<file path="config.mk">
export PLATFORM = sky130hd
export DESIGN_NAME = nvme_prp_command_builder
export DESIGN_NICKNAME = d
export VERILOG_FILES = /design/src/rtl/core/npcb_pkg.sv /design/src/rtl/core/nvme_prp_command_builder.sv
export SDC_FILE = /design/constraint.sdc
export NUM_CORES = 1
export LEC_CHECK = 0
export BUFFER_PORTS_ARGS = -buffer_cell sky130_fd_sc_hd__buf_4
export CAP_MARGIN = 20
export CORE_AREA = 2 2 222 224
export CTS_BUF_LIST = sky130_fd_sc_hd__clkbuf_4
export CTS_CLUSTER_SIZE = 8
export DETAILED_ROUTE_END_ITERATION = 16
export DIE_AREA = 0 0 224 226
export REMOVE_ABC_BUFFERS = 1
export SLEW_MARGIN = 20
export SYNTH_ARGS = -nofsm -noshare
export SYNTH_HDL_FRONTEND = slang
export SYNTH_SLANG_ARGS = --single-unit
</file>
<file path="constraint.sdc">
create_clock -name clock -period 13.74 [get_ports clock]
set_clock_uncertainty 0.1 [all_clocks]
set_input_delay 2.748 -clock clock [delete_from_list [all_inputs] [get_ports clock]]
set_output_delay 2.748 -clock clock [all_outputs]
set_load 0.02 [all_outputs]
</file>
<file path="src/rtl/core/npcb_pkg.sv">
// shared constants and types for the nvme prp command builder
package npcb_pkg;

   localparam int REQ_TDATA_WIDTH = 256;
   localparam int RSP_TDATA_WIDTH = 304;

   localparam int PAGE_SHIFT = 12;
   localparam logic [63:0] PAGE_BYTES = 64'd4096;
   localparam logic [12:0] PAGE_SPAN = 13'd4096;
   localparam logic [18:0] PAGE_ROUND = 19'd4095;

   // wide enough for the largest page count of one request and the largest list
   localparam int EXTRA_WIDTH = 7;

   localparam logic [1:0] OPC_WRITE = 2'd1;
   localparam logic [1:0] OPC_READ = 2'd2;

   localparam logic KIND_COMMAND = 1'b0;
   localparam logic KIND_LIST = 1'b1;

   typedef enum logic [3:0] {
      ST_IDLE = 4'b0001,
      ST_CALC = 4'b0010,
      ST_CMD  = 4'b0100,
      ST_LIST = 4'b1000
   } state_type;

endpackage

</file>
<file path="src/rtl/core/nvme_prp_command_builder.sv">
// nvme prp command builder: request in, submission command and prp list entries out
// One request is taken when the block is idle. The next cycle sizes the transfer and forms
// the first extra page address; then the command transaction is offered, followed by one
// prp list transaction per extra page when the buffer spans more than two pages (capped at
// MAX_LIST_ENTRIES). A single 64-bit page adder, shared between the setup step and the list
// walk, produces every page address.
module nvme_prp_command_builder #(
   parameter int MAX_LIST_ENTRIES = 32
) (
   input  logic                                 clock,
   input  logic                                 reset,
   input  logic                                 req_tvalid,
   output logic                                 req_tready,
   // namespace_id, start_lba, block_count, buffer_address, byte_count, list_page_address
   input  logic [npcb_pkg::REQ_TDATA_WIDTH-1:0] req_tdata,
   // write_request
   input  logic                                 req_tuser,
   output logic                                 rsp_tvalid,
   input  logic                                 rsp_tready,
   // opcode, command_namespace, prp_first, prp_second, command_lba, blocks_minus_one,
   // list_entry, list_index
   output logic [npcb_pkg::RSP_TDATA_WIDTH-1:0] rsp_tdata,
   // item_kind
   output logic                                 rsp_tuser,
   output logic                                 rsp_tlast
);

   localparam int CW = $clog2(MAX_LIST_ENTRIES + 1);
   localparam logic [npcb_pkg::EXTRA_WIDTH-1:0] MaxEntries =
      npcb_pkg::EXTRA_WIDTH'(MAX_LIST_ENTRIES);

   npcb_pkg::state_type state_ff, state_in;

   logic        write_ff, write_in;
   logic [31:0] ns_ff, ns_in;
   logic [63:0] lba_ff, lba_in;
   logic [7:0]  bmo_ff, bmo_in;
   logic [63:0] addr_ff, addr_in;
   logic [17:0] bytes_ff, bytes_in;
   logic [63:0] list_ff, list_in;
   logic [63:0] prp2_ff, prp2_in;
   logic [63:0] page_ff, page_in;
   logic [CW-1:0] entries_ff, entries_in;
   logic [CW-1:0] idx_ff, idx_in;

   logic [63:0] adder_a;
   logic [63:0] adder_out;
   logic [12:0] first_bytes;
   logic [17:0] rest;
   logic [18:0] rest_round;
   logic [npcb_pkg::EXTRA_WIDTH-1:0] extra;
   logic [CW+4:0] idx_wide;
   logic        list_last;
   logic        rsp_fire;

   // shared page adder
   assign adder_a = (state_ff == npcb_pkg::ST_CALC) ?
                    {addr_ff[63:npcb_pkg::PAGE_SHIFT], {npcb_pkg::PAGE_SHIFT{1'b0}}} :
                    page_ff;
   assign adder_out = adder_a + npcb_pkg::PAGE_BYTES;

   assign first_bytes = npcb_pkg::PAGE_SPAN - {1'b0, addr_ff[npcb_pkg::PAGE_SHIFT-1:0]};
   assign rest = bytes_ff - {5'd0, first_bytes};
   assign rest_round = {1'b0, rest} + npcb_pkg::PAGE_ROUND;
   assign extra = npcb_pkg::EXTRA_WIDTH'(rest_round >> npcb_pkg::PAGE_SHIFT);

   assign idx_wide = {5'd0, idx_ff};
   assign list_last = ((idx_ff + CW'(1)) == entries_ff);

   assign req_tready = (state_ff == npcb_pkg::ST_IDLE);
   assign rsp_tvalid = (state_ff == npcb_pkg::ST_CMD) || (state_ff == npcb_pkg::ST_LIST);
   assign rsp_fire = rsp_tvalid && rsp_tready;

   always_comb begin
      state_in = state_ff;
      write_in = write_ff;
      ns_in = ns_ff;
      lba_in = lba_ff;
      bmo_in = bmo_ff;
      addr_in = addr_ff;
      bytes_in = bytes_ff;
      list_in = list_ff;
      prp2_in = prp2_ff;
      page_in = page_ff;
      entries_in = entries_ff;
      idx_in = idx_ff;
      case (state_ff)
         npcb_pkg::ST_IDLE: begin
            if (req_tvalid) begin
               write_in = req_tuser;
               ns_in = req_tdata[31:0];
               lba_in = req_tdata[95:32];
               bmo_in = req_tdata[103:96] - 8'd1;
               addr_in = req_tdata[168:105];
               bytes_in = req_tdata[186:169];
               list_in = req_tdata[250:187];
               state_in = npcb_pkg::ST_CALC;
            end
         end
         npcb_pkg::ST_CALC: begin
            page_in = adder_out;
            idx_in = '0;
            prp2_in = '0;
            entries_in = '0;
            if (bytes_ff > {5'd0, first_bytes}) begin
               if (extra == npcb_pkg::EXTRA_WIDTH'(1)) begin
                  prp2_in = adder_out;
               end else begin
                  prp2_in = list_ff;
                  entries_in = (extra > MaxEntries) ? CW'(MAX_LIST_ENTRIES) : CW'(extra);
               end
            end
            state_in = npcb_pkg::ST_CMD;
         end
         npcb_pkg::ST_CMD: begin
            if (rsp_fire) begin
               state_in = (entries_ff == '0) ? npcb_pkg::ST_IDLE : npcb_pkg::ST_LIST;
            end
         end
         npcb_pkg::ST_LIST: begin
            if (rsp_fire) begin
               page_in = adder_out;
               idx_in = idx_ff + CW'(1);
               if (list_last) begin
                  state_in = npcb_pkg::ST_IDLE;
               end
            end
         end
         default: begin
            state_in = npcb_pkg::ST_IDLE;
         end
      endcase
   end

   always_ff @(posedge clock) begin
      if (reset) begin
         state_ff <= npcb_pkg::ST_IDLE;
      end else begin
         state_ff <= state_in;
      end
   end

   always_ff @(posedge clock) begin
      write_ff <= write_in;
      ns_ff <= ns_in;
      lba_ff <= lba_in;
      bmo_ff <= bmo_in;
      addr_ff <= addr_in;
      bytes_ff <= bytes_in;
      list_ff <= list_in;
      prp2_ff <= prp2_in;
      page_ff <= page_in;
      entries_ff <= entries_in;
      idx_ff <= idx_in;
   end

   always_comb begin
      rsp_tdata = '0;
      if (state_ff == npcb_pkg::ST_LIST) begin
         rsp_tuser = npcb_pkg::KIND_LIST;
         rsp_tlast = list_last;
         rsp_tdata[297:234] = page_ff;
         rsp_tdata[302:298] = idx_wide[4:0];
      end else begin
         rsp_tuser = npcb_pkg::KIND_COMMAND;
         rsp_tlast = (entries_ff == '0);
         rsp_tdata[1:0] = write_ff ? npcb_pkg::OPC_WRITE : npcb_pkg::OPC_READ;
         rsp_tdata[33:2] = ns_ff;
         rsp_tdata[97:34] = addr_ff;
         rsp_tdata[161:98] = prp2_ff;
         rsp_tdata[225:162] = lba_ff;
         rsp_tdata[233:226] = bmo_ff;
      end
   end

endmodule
</file>
==> metrics.md <==
| Metric | Value |
|---|---|
| Status | `finished, final reports clean` |
| TritonRoute pass-1 iters | `5` |
| Final period util | `around 50%` |
| IO Pins | `569` |
| Setup CP Type | `flop to output pin` |
| Final Hold Fails | `0` |
| Area of the mapped netlist | `19100 sq um` |
| CTS max path bufs | `3` |
| Mean Syn Cell Area | `about 12 sq um` |
| Fmax | `147 MHz` |
| Drt drc | `0` |
| Most frequent cells in the layout | `buf_4, edfxtp_1, and2_1` |
| Gate power share | `14.8%` |
| Crit Path Max Fanout | `92` |
| Cts repair resizes | `0` |
| Die W | `224 microns` |
| Synth Instances | `approximately 1600` |
| Pre-CTS setup slack | `7.71 ns` |
| Antenna-violating nets left | `0` |
| DR vias/cell | `5.18` |
| Hold Slack | `about 0.46 ns` |
| Share of cells above drive strength 1 | `about a third` |
| Routability cong. | `approximately 0.84` |
| Post-synth ARST share | `0%` |
| CTS Buf Count | `110` |
| Int Power | `roughly 0.0021 W` |
| Sw power | `0.000805 W` |
| Max_slew headroom | `roughly 33%` |
| Nets | `2448` |
| DR iter-0 viols | `882` |
| Die area | `roughly 51000 sq um` |
| Vias | `14900` |
| Number of enable flip-flop cells after synthesis | `just under 400` |
| Sw Share | `27.4%` |
| Hold Buf Count CTS | `0` |
| Crit end category | `output pin` |
| Clock sink total | `slightly below 400` |
| Top delay family on crit path | `buffers and inverters` |
| Die H | `226 microns` |
| Peak supply drop | `0.0833 mV` |
| CP Buf/Inv Count | `3` |
| Pins Over Slew Limit | `0` |
| Unrepaired setup endpoints after global routing | `false` |
| Critical path, cell by cell | `nor2_1 > nand3_4 > buf_4 > buf_4 > mux2i_1 > buf_4` |
| Crit path largest cell delay | `between 0.7 and 0.8 ns` |
| Hold Path Class | `flop to flop` |
| Clock share of power | `a little over a third` |
| Final wirelength | `around 62000 microns` |
| Most frequent CP cell | `buf_4` |
| Post-CTS Setup Repair Bufs | `0` |
| Global route overflow | `0` |
| Required @ worst endpoint | `10.89 ns` |
| Post-synthesis sequential area ratio | `61.8%` |
| Clk slew on worst S/H paths | `0.06 ns` |
| Vias in the first global route | `14900` |
| Post-route insts no fill | `2874` |
| First-pass GRT wire length | `89000 microns` |
| Yosys warning total | `0` |
| Min Tclk post-route | `6.79 ns` |
| Setup TNS | `0 ns` |
| H-tree depth | `3` |
| Crit path DAT | `3.95 ns` |
| Initial core utilization | `around 40%` |
| CTS root buf | `clkbuf_4` |
| Placed wire-length estimate | `42200 microns` |
| Worst slew pin tran | `between 0.9 and 1 ns` |
| PD cells | `116 nW/um^2` |
| Core ar. | `roughly 48000 sq um` |
| Final WS setup | `6.95 ns` |
| CTS tree | `built` |
| Setup-failing EPs final | `0` |
| Utilization after layout | `52.4%` |
| Pleak | `9.68 nW` |
| Main synth FF type | `edfxtp_1` |
| All-layer global routing usage | `a little under a quarter` |
| Placed insts | `between 2000 and 3000` |
| Register bit total from synthesis | `395` |
| Wire length per cell | `21.4 microns` |
| # Max-Cap Violations | `0` |
| Port Buf Inserts | `561` |
| Worst-Skew Late Latency | `just under 0.9 ns` |
| Largest net degree at the start of global routing | `between 90 and 100` |
| Initial antenna violation count | `6` |
| P&R area growth vs syn | `32.4%` |
| # rows | `81` |
| Unique masters post-synth | `74` |
| Element type at the critical path start | `flop` |
| Critical Path Slowest Stage Cell | `buf_4` |
| Sequential Power Share | `between 40% and 50%` |
| Commonest non-fill, non-tap cell in the layout | `buf_4` |
-- cell type report --
class | instances | area, sq um
diodes | 5 | 12.5
repair buffers | 579 | 4370
well taps | 622 | 778
clock buffers | 154 | 1160
inverters | 24 | 95.1
flip-flops and latches | 395 | 11800
clock inverters | 36 | 179
fillers | 4296 | 23000
multi-input cells | 1059 | 6920
-- power by group through the flow --
stage	logic, W	registers [W]	clock network (W)
after global routing	0.000467	0.00146	0.00114
after detailed placement	0.000433	0.00148	0
after floorplan	0.000236	0.00148	0
final	0.000434	0.00145	0.00105
after global placement	0.000429	0.00148	0
after CTS	0.000436	0.00145	0.00108
-- kinds of logic after synthesis --
kind of cell	after synthesis	synth area share (%)
AND/OR/NAND/NOR	660	19.9
flip-flops	395	61.8
AO/OA/AOI/OAI	231	7.29
buffers and inverters	113	2.43
XOR/XNOR	89	4.15
multiplexers	60	3.23
adder cells (fa/ha/maj)	18	1.22
other	1	0.0196
-- worst min-delay path, cell delays in order, from the launching register on --
cell      delay (ns)
edfxtp_1        0.32
o211ai_1        0.08
o41ai_1         0.06
-- flip-flops by register name, summed over array words and instances (netlist names) --
name and flops:
list_ff 64, addr_ff 64, state_ff 4, prp2_ff 64
page_ff 64, lba_ff 64, entries_ff 6, ns_ff 32
write_ff 1, bmo_ff 8, idx_ff 6, bytes_ff 18
-- worst paths after layout --
kind | depth (start not counted) | end | start | slack [ns]
setup / recovery | 6 | rsp_tlast | state_ff[2] | 6.95
hold / removal | 2 | prp2_ff[44] | list_ff[44] | 0.46
setup reg to reg | 15 | prp2_ff[21] | addr_ff[2] | 8.10
hold reg to reg | 2 | prp2_ff[44] | list_ff[44] | 0.46
-- per-layer routing --
metal  vias up  routed length, microns  track usage (%)
met4         4                    1640             8.39
met2       587                   30300             39.5
met5         -                      33                0
met3       107                    5060             7.92
li1       6972                       -                -
met1      7211                   24500             28.0
-- per-stage QoR --
step           cell area, sq um  total power [W]
6_report                  25300          0.00293
5_1_grt                   25300          0.00306
4_1_cts                   25300          0.00297
3_5_place_dp              23900          0.00191
3_3_place_gp              23900          0.00190
2_1_floorplan             18800          0.00171
-- Yosys cell counts (24+ instances only) --
| cell type | n | area [sq um] |
|---|---|---|
| edfxtp_1 | 391 | 11700 |
| and2_1 | 314 | 1960 |
| nand3_1 | 102 | 510 |
| a21oi_1 | 79 | 395 |
| o21ai_0 | 75 | 375 |
| clkbuf_1 | 70 | 263 |
| nand2_1 | 69 | 259 |
| nor2_1 | 53 | 199 |
| mux2i_1 | 51 | 510 |
| xnor2_1 | 46 | 403 |
| xor2_1 | 42 | 368 |
| nand4_1 | 24 | 150 |
Note: power is estimated with default switching activity, not from simulation.
